<file path="src/design/u8d_pkg.sv">
// u8d_pkg: types and constants shared by the UTF-8 byte decoder.
// No dependencies; compiled before the interfaces and modules.
package u8d_pkg;

  localparam int unsigned ByteW  = 8;
  localparam int unsigned CpW    = 21;
  localparam int unsigned CountW = 3;

  localparam logic [CpW-1:0] Replacement = 21'd65533;
  localparam logic [CpW-1:0] CpMax       = 21'h10FFFF;
  localparam logic [CpW-1:0] SurrLo      = 21'h00D800;
  localparam logic [CpW-1:0] SurrHi      = 21'h00DFFF;
  localparam logic [CpW-1:0] NoncharA    = 21'h00FFFE;
  localparam logic [CpW-1:0] NoncharB    = 21'h00FFFF;
  localparam logic [CpW-1:0] MinTwo      = 21'd128;
  localparam logic [CpW-1:0] MinThree    = 21'd2048;
  localparam logic [CpW-1:0] MinFour     = 21'd65536;

  localparam logic [CountW-1:0] LenTwo   = 3'd2;
  localparam logic [CountW-1:0] LenThree = 3'd3;
  localparam logic [CountW-1:0] LenFour  = 3'd4;
  localparam logic [CountW-1:0] CntIdle  = 3'd0;
  localparam logic [CountW-1:0] CntLast  = 3'd1;

  typedef struct packed {
    logic [CpW-1:0]    acc;
    logic [CountW-1:0] rem;
    logic [CountW-1:0] exp_len;
  } dec_state_t;

  typedef struct packed {
    logic              char_valid;
    logic [CpW-1:0]    code_point;
    logic              bad_sequence;
    logic [CountW-1:0] bytes_awaited;
  } dec_result_t;

endpackage

</file>
<file path="src/design/u8d_if.sv">
// u8d_if: valid/ready channel interfaces for the decoder's byte input and result output.
// Depends on u8d_pkg for field widths.
interface u8d_in_if;
  logic                         valid;
  logic                         ready;
  logic [u8d_pkg::ByteW-1:0]    byte_in;

  modport source (output valid, output byte_in, input ready);
  modport sink   (input valid, input byte_in, output ready);
endinterface

interface u8d_out_if;
  logic                         valid;
  logic                         ready;
  logic                         char_valid;
  logic [u8d_pkg::CpW-1:0]      code_point;
  logic                         bad_sequence;
  logic [u8d_pkg::CountW-1:0]   bytes_awaited;

  modport source (output valid, output char_valid, output code_point,
                  output bad_sequence, output bytes_awaited, input ready);
  modport sink   (input valid, input char_valid, input code_point,
                  input bad_sequence, input bytes_awaited, output ready);
endinterface

</file>
<file path="src/design/utf8_byte_decoder.sv">
// utf8_byte_decoder: UTF-8 byte stream decoder, one result word per byte word.
// A byte accepted into the input register is decoded once the result side is free; its
// result word is held in the result register until taken. Throughput: one byte per cycle
// unless the result side stalls; the single-pass decode step sits between the two registers.
// Reset (rst_n, synchronous): clears decoder state and both valid flags; no clearing pass.
// Depends on u8d_pkg, u8d_if, u8d_in_stage and u8d_step.
module utf8_byte_decoder (
  input  logic       clk,
  input  logic       rst_n,
  u8d_in_if.sink     in_ch,
  u8d_out_if.source  out_ch
);

  logic                       held_valid;
  logic [u8d_pkg::ByteW-1:0]  held_byte;
  logic                       advance;

  u8d_pkg::dec_state_t        st_r;
  u8d_pkg::dec_state_t        st_nxt;
  u8d_pkg::dec_result_t       step_res;
  u8d_pkg::dec_result_t       res_r;
  logic                       out_valid_r;
  logic                       out_valid_nxt;

  assign advance = held_valid && (!out_valid_r || out_ch.ready);

  u8d_in_stage u_in_stage (
    .clk        (clk),
    .rst_n      (rst_n),
    .in_ch      (in_ch),
    .advance    (advance),
    .held_valid (held_valid),
    .held_byte  (held_byte)
  );

  u8d_step u_step (
    .byte_in (held_byte),
    .cur     (st_r),
    .nxt     (st_nxt),
    .res     (step_res)
  );

  always_comb begin
    out_valid_nxt = out_valid_r;
    if (advance) begin
      out_valid_nxt = 1'b1;
    end else if (out_ch.ready) begin
      out_valid_nxt = 1'b0;
    end
  end

  always_ff @(posedge clk) begin
    if (!rst_n) begin
      st_r        <= '0;
      out_valid_r <= 1'b0;
    end else begin
      out_valid_r <= out_valid_nxt;
      if (advance) begin
        st_r <= st_nxt;
      end
    end
  end

  always_ff @(posedge clk) begin
    if (advance) begin
      res_r <= step_res;
    end
  end

  assign out_ch.valid         = out_valid_r;
  assign out_ch.char_valid    = res_r.char_valid;
  assign out_ch.code_point    = res_r.code_point;
  assign out_ch.bad_sequence  = res_r.bad_sequence;
  assign out_ch.bytes_awaited = res_r.bytes_awaited;

`ifndef SYNTHESIS
  a_emit_no_await: assert property (@(posedge clk) disable iff (!rst_n)
    (out_ch.valid && out_ch.char_valid) |-> (out_ch.bytes_awaited == u8d_pkg::CntIdle))
    else $error("result word emits a character but reports bytes awaited");

  a_bad_is_repl: assert property (@(posedge clk) disable iff (!rst_n)
    (out_ch.valid && out_ch.bad_sequence) |->
      (out_ch.char_valid && (out_ch.code_point == u8d_pkg::Replacement)))
    else $error("bad sequence without replacement character");

  a_count_legal: assert property (@(posedge clk) disable iff (!rst_n)
    (st_r.rem == u8d_pkg::CntIdle) || (st_r.rem == u8d_pkg::LenTwo)
      || (st_r.rem == u8d_pkg::LenThree) || (st_r.rem == u8d_pkg::LenFour))
    else $error("remaining count holds an unreachable value");

  a_no_bubble: assert property (@(posedge clk) disable iff (!rst_n)
    (!out_ch.valid || out_ch.ready) |-> in_ch.ready)
    else $error("input stalled while result side is free");

  a_count_step: assert property (@(posedge clk) disable iff (!rst_n)
    ($past(advance) && ($past(st_r.rem) > u8d_pkg::LenTwo) && !out_ch.bad_sequence)
      |-> (st_r.rem == $past(st_r.rem) - u8d_pkg::CntLast))
    else $error("remaining count did not step down by one");
`endif

endmodule

</file>
<file path="src/design/u8d_in_stage.sv">
// u8d_in_stage: input register of the decoder; holds one byte word until the step takes it.
// Depends on u8d_pkg and u8d_in_if.
module u8d_in_stage (
  input  logic                      clk,
  input  logic                      rst_n,
  u8d_in_if.sink                    in_ch,
  input  logic                      advance,
  output logic                      held_valid,
  output logic [u8d_pkg::ByteW-1:0] held_byte
);

  logic                      valid_r;
  logic                      valid_nxt;
  logic [u8d_pkg::ByteW-1:0] byte_r;
  logic                      take;

  assign in_ch.ready = !valid_r || advance;
  assign take        = in_ch.valid && in_ch.ready;

  always_comb begin
    valid_nxt = valid_r;
    if (take) begin
      valid_nxt = 1'b1;
    end else if (advance) begin
      valid_nxt = 1'b0;
    end
  end

  always_ff @(posedge clk) begin
    if (!rst_n) begin
      valid_r <= 1'b0;
    end else begin
      valid_r <= valid_nxt;
    end
  end

  always_ff @(posedge clk) begin
    if (take) begin
      byte_r <= in_ch.byte_in;
    end
  end

  assign held_valid = valid_r;
  assign held_byte  = byte_r;

endmodule

</file>
<file path="src/design/u8d_step.sv">
// u8d_step: one decode step; next decoder state and the result word for one byte.
// Depends on u8d_pkg.
module u8d_step (
  input  logic [u8d_pkg::ByteW-1:0] byte_in,
  input  u8d_pkg::dec_state_t       cur,
  output u8d_pkg::dec_state_t       nxt,
  output u8d_pkg::dec_result_t      res
);

  logic                      is_cont;
  logic                      finish;
  logic                      bad;
  logic [u8d_pkg::CpW-1:0]   value;
  logic [u8d_pkg::CpW-1:0]   shifted;
  logic [u8d_pkg::CountW-1:0] rem_dec;

  assign is_cont = (byte_in[7:6] == 2'b10);
  assign shifted = {cur.acc[u8d_pkg::CpW-7:0], byte_in[5:0]};
  assign rem_dec = cur.rem - u8d_pkg::CntLast;

  always_comb begin
    nxt    = cur;
    res    = '0;
    finish = 1'b0;
    value  = cur.acc;

    if (cur.rem == u8d_pkg::CntIdle) begin
      unique case (byte_in) inside
        8'b0???_????: begin
          res.char_valid = 1'b1;
          res.code_point = {{(u8d_pkg::CpW-u8d_pkg::ByteW){1'b0}}, byte_in};
          nxt.acc        = {{(u8d_pkg::CpW-u8d_pkg::ByteW){1'b0}}, byte_in};
          nxt.rem        = u8d_pkg::CntIdle;
          nxt.exp_len    = u8d_pkg::CntIdle;
        end
        8'b110?_????: begin
          nxt.acc           = {16'd0, byte_in[4:0]};
          nxt.rem           = u8d_pkg::LenTwo;
          nxt.exp_len       = u8d_pkg::LenTwo;
          res.bytes_awaited = u8d_pkg::LenTwo;
        end
        8'b1110_????: begin
          nxt.acc           = {17'd0, byte_in[3:0]};
          nxt.rem           = u8d_pkg::LenThree;
          nxt.exp_len       = u8d_pkg::LenThree;
          res.bytes_awaited = u8d_pkg::LenThree;
        end
        8'b1111_0???: begin
          nxt.acc           = {18'd0, byte_in[2:0]};
          nxt.rem           = u8d_pkg::LenFour;
          nxt.exp_len       = u8d_pkg::LenFour;
          res.bytes_awaited = u8d_pkg::LenFour;
        end
        default: begin
          res.char_valid   = 1'b1;
          res.code_point   = u8d_pkg::Replacement;
          res.bad_sequence = 1'b1;
          nxt.acc          = {{(u8d_pkg::CpW-u8d_pkg::ByteW){1'b0}}, byte_in};
          nxt.rem          = u8d_pkg::CntIdle;
          nxt.exp_len      = u8d_pkg::CntIdle;
        end
      endcase
    end else if (cur.rem > u8d_pkg::CntLast) begin
      if (is_cont) begin
        nxt.acc = shifted;
        nxt.rem = rem_dec;
        if (rem_dec != u8d_pkg::CntLast) begin
          res.bytes_awaited = rem_dec;
        end else begin
          finish = 1'b1;
          value  = shifted;
        end
      end else begin
        res.char_valid   = 1'b1;
        res.code_point   = u8d_pkg::Replacement;
        res.bad_sequence = 1'b1;
        nxt.rem          = u8d_pkg::CntIdle;
      end
    end else begin
      finish = 1'b1;
    end

    bad = (value < u8d_pkg::MinTwo)
       || ((value < u8d_pkg::MinThree) && (cur.exp_len > u8d_pkg::LenTwo))
       || ((value < u8d_pkg::MinFour) && (cur.exp_len > u8d_pkg::LenThree))
       || (value > u8d_pkg::CpMax)
       || ((value >= u8d_pkg::SurrLo) && (value <= u8d_pkg::SurrHi))
       || (value == u8d_pkg::NoncharA)
       || (value == u8d_pkg::NoncharB);

    if (finish) begin
      res.char_valid    = 1'b1;
      res.bad_sequence  = bad;
      res.code_point    = bad ? u8d_pkg::Replacement : value;
      res.bytes_awaited = u8d_pkg::CntIdle;
      nxt.rem           = u8d_pkg::CntIdle;
    end
  end

endmodule
</file>
<file path="src/flat_wrapper.sv">
// flat-port wrapper written by rule: the top's interface ports become plain ports
module utf8_byte_decoder_flat 
  (clk, rst_n, in_ch_valid, in_ch_byte_in, in_ch_ready, out_ch_valid, out_ch_char_valid, out_ch_code_point, out_ch_bad_sequence, out_ch_bytes_awaited, out_ch_ready);
  u8d_in_if in_ch_i ();
  u8d_out_if out_ch_i ();
  input  logic clk;
  input  logic rst_n;
  input wire logic [$bits(in_ch_i.valid)-1:0] in_ch_valid;
  input wire logic [$bits(in_ch_i.byte_in)-1:0] in_ch_byte_in;
  output wire logic [$bits(in_ch_i.ready)-1:0] in_ch_ready;
  output wire logic [$bits(out_ch_i.valid)-1:0] out_ch_valid;
  output wire logic [$bits(out_ch_i.char_valid)-1:0] out_ch_char_valid;
  output wire logic [$bits(out_ch_i.code_point)-1:0] out_ch_code_point;
  output wire logic [$bits(out_ch_i.bad_sequence)-1:0] out_ch_bad_sequence;
  output wire logic [$bits(out_ch_i.bytes_awaited)-1:0] out_ch_bytes_awaited;
  input wire logic [$bits(out_ch_i.ready)-1:0] out_ch_ready;
  assign in_ch_i.valid = in_ch_valid;
  assign in_ch_i.byte_in = in_ch_byte_in;
  assign in_ch_ready = in_ch_i.ready;
  assign out_ch_valid = out_ch_i.valid;
  assign out_ch_char_valid = out_ch_i.char_valid;
  assign out_ch_code_point = out_ch_i.code_point;
  assign out_ch_bad_sequence = out_ch_i.bad_sequence;
  assign out_ch_bytes_awaited = out_ch_i.bytes_awaited;
  assign out_ch_i.ready = out_ch_ready;
  utf8_byte_decoder u_core (.clk(clk), .rst_n(rst_n), .in_ch(in_ch_i), .out_ch(out_ch_i));
endmodule
</file>
<file path="config.mk">
export PLATFORM = sky130hd
export DESIGN_NAME = utf8_byte_decoder_flat
export DESIGN_NICKNAME = d
export VERILOG_FILES = /design/src/design/u8d_pkg.sv /design/src/design/u8d_if.sv /design/src/design/utf8_byte_decoder.sv /design/src/design/u8d_in_stage.sv /design/src/design/u8d_step.sv /design/src/flat_wrapper.sv
export SDC_FILE = /design/constraint.sdc
export NUM_CORES = 1
export LEC_CHECK = 0
export ABC_AREA = 0
export BUFFER_PORTS_ARGS = -buffer_cell sky130_fd_sc_hd__buf_2
export CAP_MARGIN = 15
export CORE_MARGIN = 2
export CORE_UTILIZATION = 62
export CTS_CLUSTER_DIAMETER = 50
export DETAILED_ROUTE_END_ITERATION = 16
export PLACE_DENSITY = 0.87
export SLEW_MARGIN = 5
export SYNTH_ARGS = -nofsm -noshare
export SYNTH_HDL_FRONTEND = slang
export SYNTH_SLANG_ARGS = --single-unit
</file>
<file path="constraint.sdc">
create_clock -name clk -period 7.66 [get_ports clk]
set_clock_uncertainty 0.15 [all_clocks]
set_input_delay 0.383 -clock clk [delete_from_list [all_inputs] [get_ports clk]]
set_output_delay 0.383 -clock clk [all_outputs]
set_load 0.02 [all_outputs]
</file>
After elaboration in Yosys (flattened, before gate mapping) --
Index checks and enable logic that the tools add are counted.
Storage, ports and cells: register bits 63
Cells by class: add/subtract/negate cells 1, magnitude comparators 9, equality and inequality tests 7, mux-type cells 28, bitwise gates (word level) 1, reduce and logical (&&, ||, !) cells 26
Operator list (count):
- $mux W21 | 6
- $mux W26 | 2
- $mux W24 | 2
- $pmux W22 S2 | 1
- $eq A21 B16 Y1 const B | 2
- $pmux W14 S3 | 1
- $mux W25 | 1
- $mux W23 | 1
- $ge A21 B16 Y1 const B | 1
- $gt A21 B21 Y1 const B | 1
- $le A21 B16 Y1 const B | 1
- $lt A21 B12 Y1 const B | 1
- $lt A21 B17 Y1 const B | 1
- $lt A21 B8 Y1 const B | 1
- $mux W3 | 4
- $mux W1 | 9
- $pmux W3 S3 | 1
- $logic_or A1 B1 Y1 | 8
- $reduce_bool A2 Y1 | 4
- $gt A3 B2 Y1 const B | 2
- $eq A5 B5 Y1 const B | 1
- $logic_and A1 B1 Y1 | 5
- $eq A4 B4 Y1 const B | 1
- $reduce_and A2 Y1 | 2
- other kinds (12) | 13

Depth between registers and ports, before layout --
depth in word-level cells 16, mapped depth 10

By module --
Synthesis repeated with hierarchy kept, for this count alone.
Unflattened totals: cells, all modules 372, area total of the unflattened synthesis 3632.2 um2
By module, submodules not included:
- utf8_byte_decoder | instances 1, cells each 147, area each 1925.6 um2
- u8d_step | instances 1, cells each 212, area each 1408.9 um2
- u8d_in_stage | instances 1, cells each 13, area each 297.8 um2

Worst setup path after synthesis --
OpenSTA, ideal clock, no wires.
path kind register to register, from register u_core.out_valid_r, in the netlist u_core.out_ch.valid, to register u_core.st_r[20] in the netlist's numbering, arrival 2.529 ns, required time 7.395 ns, path slack 4.866 ns, cell stages (with the launch flop) 10, period minus slack after synthesis 2.794 ns, cell sequence dfxtp_1 > nor2b_1 > nor2b_1 > clkbuf_1 > a21bo_2 > buf_2 > clkbuf_1 > nand2_1 > o21ai_0 > and2_1
On the way: word-level cells in the longest chain between the ends 4
Ends and longest elaborated chain:
- start: declaration | line utf8_byte_decoder.sv:22 | logic out_valid_r;
- start signal: assignment | line utf8_byte_decoder.sv:57 | out_valid_r <= out_valid_nxt;
- $logic_not A1 Y1 | line utf8_byte_decoder.sv:25 | assign advance = held_valid && (!out_valid_r || out_ch.ready);
- $logic_or A1 B1 Y1 | line utf8_byte_decoder.sv:25
- $logic_and A1 B1 Y1 | line utf8_byte_decoder.sv:25
- via u_core.advance | line utf8_byte_decoder.sv:16 | logic advance;
- $reduce_and A3 Y1 (no line)
- end signal: assignment | line utf8_byte_decoder.sv:59 | st_r <= st_nxt;
- end: declaration | line utf8_byte_decoder.sv:18 | u8d_pkg::dec_state_t st_r;
The timed path passes the listed nets, and every way through them passes these cells. A chain may end at the register's enable or synchronous reset.

==> run summary <==
Status - completed
Area share of the largest cell type after synthesis - 31.9%
Slew Limit Headroom - 46.8%
Max Cap Viol - 0
Seq/Total Area, Yosys - 50.0%
Initial Utilization - 63.6%
Placed inst area - 0.00341 mm²
Reg2reg setup slack - 4.58 ns
Bufs on Longest Clock Path - 2
# DRC - 0
Clk sinks - 63
Mean Syn Cell Area - 9.92 µm²
Minimum clock period after layout - 3.08 ns
Max-slew violation count - 0
Worst-path fanout max - 15
RSZ-0062 raised after global routing - false
CTS tree - yes
Number of gates resized after cts - 0
CTS Buf Count - 9
Slew of the pin with the lowest slew margin - 0.795 ns
Setup TNS - 0 ns
Reg-to-Reg End - u_core.out_ch.code_point[15]
Buf/Inv on CP - 2
Sw Share - 24.2%
Hold_ws - 0.0705 ns
GRT overflow - 0
# rows - 26
Initial antenna violation count - 0
Share of cells above drive strength 1 - 20.8%
Root buffer cell - clkbuf_8
Hold Path Class - input pin to flip-flop
Most common cell in the synthesized netlist - nand2_1
Hold Vio Cnt, Final - 0
Final setup vio count - 0
Power Density - 196 mW/mm²
Final design utilization - 71.3%
Unique masters post-synth - 52
CP top delay family - compound AO/OA/AOI/OAI gates
Total track usage - 23.3%
Critical Path Stages - 8
Main synth FF type - edfxtp_1
Top cells by count, synth - nand2_1 (53), edfxtp_1 (34), dfxtp_1 (29)
Die Span X - 75.9 µm
Nets - 371
Antenna diodes - 0
First DRT Iteration DRCs - 347
DIE AREA - 0.00576 mm²
Int Power - 533 µW
Area growth, synth to finish - 12.1%
CP peak stage delay - 0.68 ns
CTS H-Tree Depth - 3
Fin crit share - 40.3%
Met2 WL - 2990 µm
Reg clk slew, reported paths - 0.07 ns
VDD IR max - 0.113 mV
Vias in the first global route - 2,211
Number of fill cells in the layout - 364
Largest net degree at the start of global routing - 40
Post-DRT Antenna Nets - 0
# Post-CTS Setup Buffers - 0
Worst path cell trace - inv_1 -> ha_1 -> nor3_1 -> o221ai_2 -> buf_8 -> o21bai_2 -> a31oi_2 -> a21oi_1
WP data required - 7.56 ns
Clock power frac - 35.2%
Seq pwr share - 54.4%
Syn_nets - 339
First-pass GRT wire length - 10,700 µm
Post-synthesis async set-or-reset flop share - 0%
Hold_buf cts - 0
Ports - 40
Logic pwr share - 10.3%
# port buffers - 39
P_sw - 170 µW
Area leader, netlist - edfxtp_1
Top cells by area, synth - edfxtp_1 (32%), dfxtp_1 (18%), mux2i_1 (6.6%)
R2R cell count - 8
Core area - 0.00504 mm²
Total power - 703 µW
Critical Path Source Type - flip-flop
Reg2Reg Launch Point - u_core.st_r[3]
Worst-Skew Late Latency - 0.34 ns
Ys Warns - 0
Slowest-stage cell, CP - a31oi_2
Met3 Routed Length - 570 µm
CP arrival - 2.98 ns
Via density - 5.84
Final instance area - 0.00359 mm²
Mapped Area - 0.00321 mm²
Fmax - 0.324 GHz
Detailed Place HPWL - 4340 µm
Post-synth EDFFs - 34
Cells after Synth - 323
CP endpoint kind - flip-flop
Initial DRT Pass Iterations - 5
Origin of the worst setup path - u_core.st_r[3]
Max layer used - met4
Drt total wl - 6430 µm
M1 WL - 2810 µm
Critical path class - flip-flop to flip-flop
Worst setup endpoint - u_core.out_ch.code_point[15]
WL per Instance - 14.9 µm
Synthesis-stage register bit count - 63
Final GP Congestion - 0.898
Die height - 75.9 µm
LEAKAGE - 0.00139 µW
Via count - 2,510
final cells by class:
type	instances	area [µm²]	share of cell area, %
clock buffers	15	166	4.63
clock inverters	1	3.75	0.104
repair buffers	41	218	6.06
well taps	70	87.6	2.44
inverters	5	18.8	0.522
multi-input cells	235	1500	41.7
flip-flops and latches	63	1600	44.6
placed cells by master, fill, tap and decap left out, types with 2 or more instances in the layout:
master,instances
dfxtp_1,29
nor2_2,2
or4_1,2
nor2_1,8
a2bb2oi_1,5
nand2_1,53
nor2b_1,13
nor4_1,2
o21a_1,3
nand3_1,9
nand3b_1,3
and3_1,2
o41ai_1,3
and2_1,19
edfxtp_1,34
a21oi_2,9
mux2i_1,21
clkbuf_1,4
nor3_1,15
o21ai_0,19
buf_2,39
ha_1,4
inv_1,5
nand4_1,3
clkbuf_8,11
a21oi_1,14
logic make-up (layout without fill, tap and decap cells):
group                    count (synthesis)  after routing  share of synthesized area (%)
AND/OR/NAND/NOR                        141            141                           22.7
multiplexers                            21             21                           6.56
buffers and inverters                   25             62                           3.59
adder cells (fa/ha/maj)                  4              4                           1.56
AO/OA/AOI/OAI                           69             69                           15.7
flip-flops                              63             63                           50.0
worst min-delay path by stage:
stage                     start                              to  slack (ns)  depth (start not counted)
2_1_floorplan    u_core.st_r[1]                  u_core.st_r[1]        0.29                          2
3_3_place_gp     u_core.st_r[1]                  u_core.st_r[1]        0.30                          2
3_5_place_dp     u_core.st_r[1]                  u_core.st_r[1]        0.33                          2
4_1_cts        in_ch_byte_in[0]  u_core.u_in_stage.held_byte[0]        0.06                          1
5_1_grt        in_ch_byte_in[2]  u_core.u_in_stage.held_byte[2]        0.06                          1
6_report       in_ch_byte_in[0]  u_core.u_in_stage.held_byte[0]        0.07                          1
registers in the layout (all words and copies together), names as in the netlist:
name,cells
u_core.out_ch.valid,1
u_core.u_in_stage.held_valid,1
u_core.st_r,27
u_core.out_ch.bytes_awaited,3
u_core.out_ch.code_point,21
u_core.out_ch.bad_sequence,1
u_core.u_in_stage.held_byte,8
u_core.out_ch.char_valid,1
per-stage QoR:
stage / setup slack [ns] / cells
after floorplan: 4.87 / 323
after global placement: 4.49 / 413
after detailed placement: 4.35 / 413
after CTS: 4.32 / 429
after global routing: 4.40 / 430
final: 4.58 / 430
power by group through the flow:
stage / combinational (µW) / sequential [µW] / clock, µW
2_1_floorplan: 45.1 / 396 / 0
3_3_place_gp: 70.2 / 390 / 0
3_5_place_dp: 71.5 / 390 / 0
4_1_cts: 71.8 / 383 / 250
5_1_grt: 79.5 / 384 / 262
6_report: 72.5 / 383 / 248
per-layer routing:
| metal | global-route usage, % | vias to the layer above |
|---|---|---|
| met5 | 0 | - |
| met3 | 4.88 | 8 |
| met2 | 35.5 | 124 |
| met1 | 33.1 | 1153 |
| li1 | - | 1225 |
| met4 | 8.91 | 0 |
(Power assumes the default switching activity.)
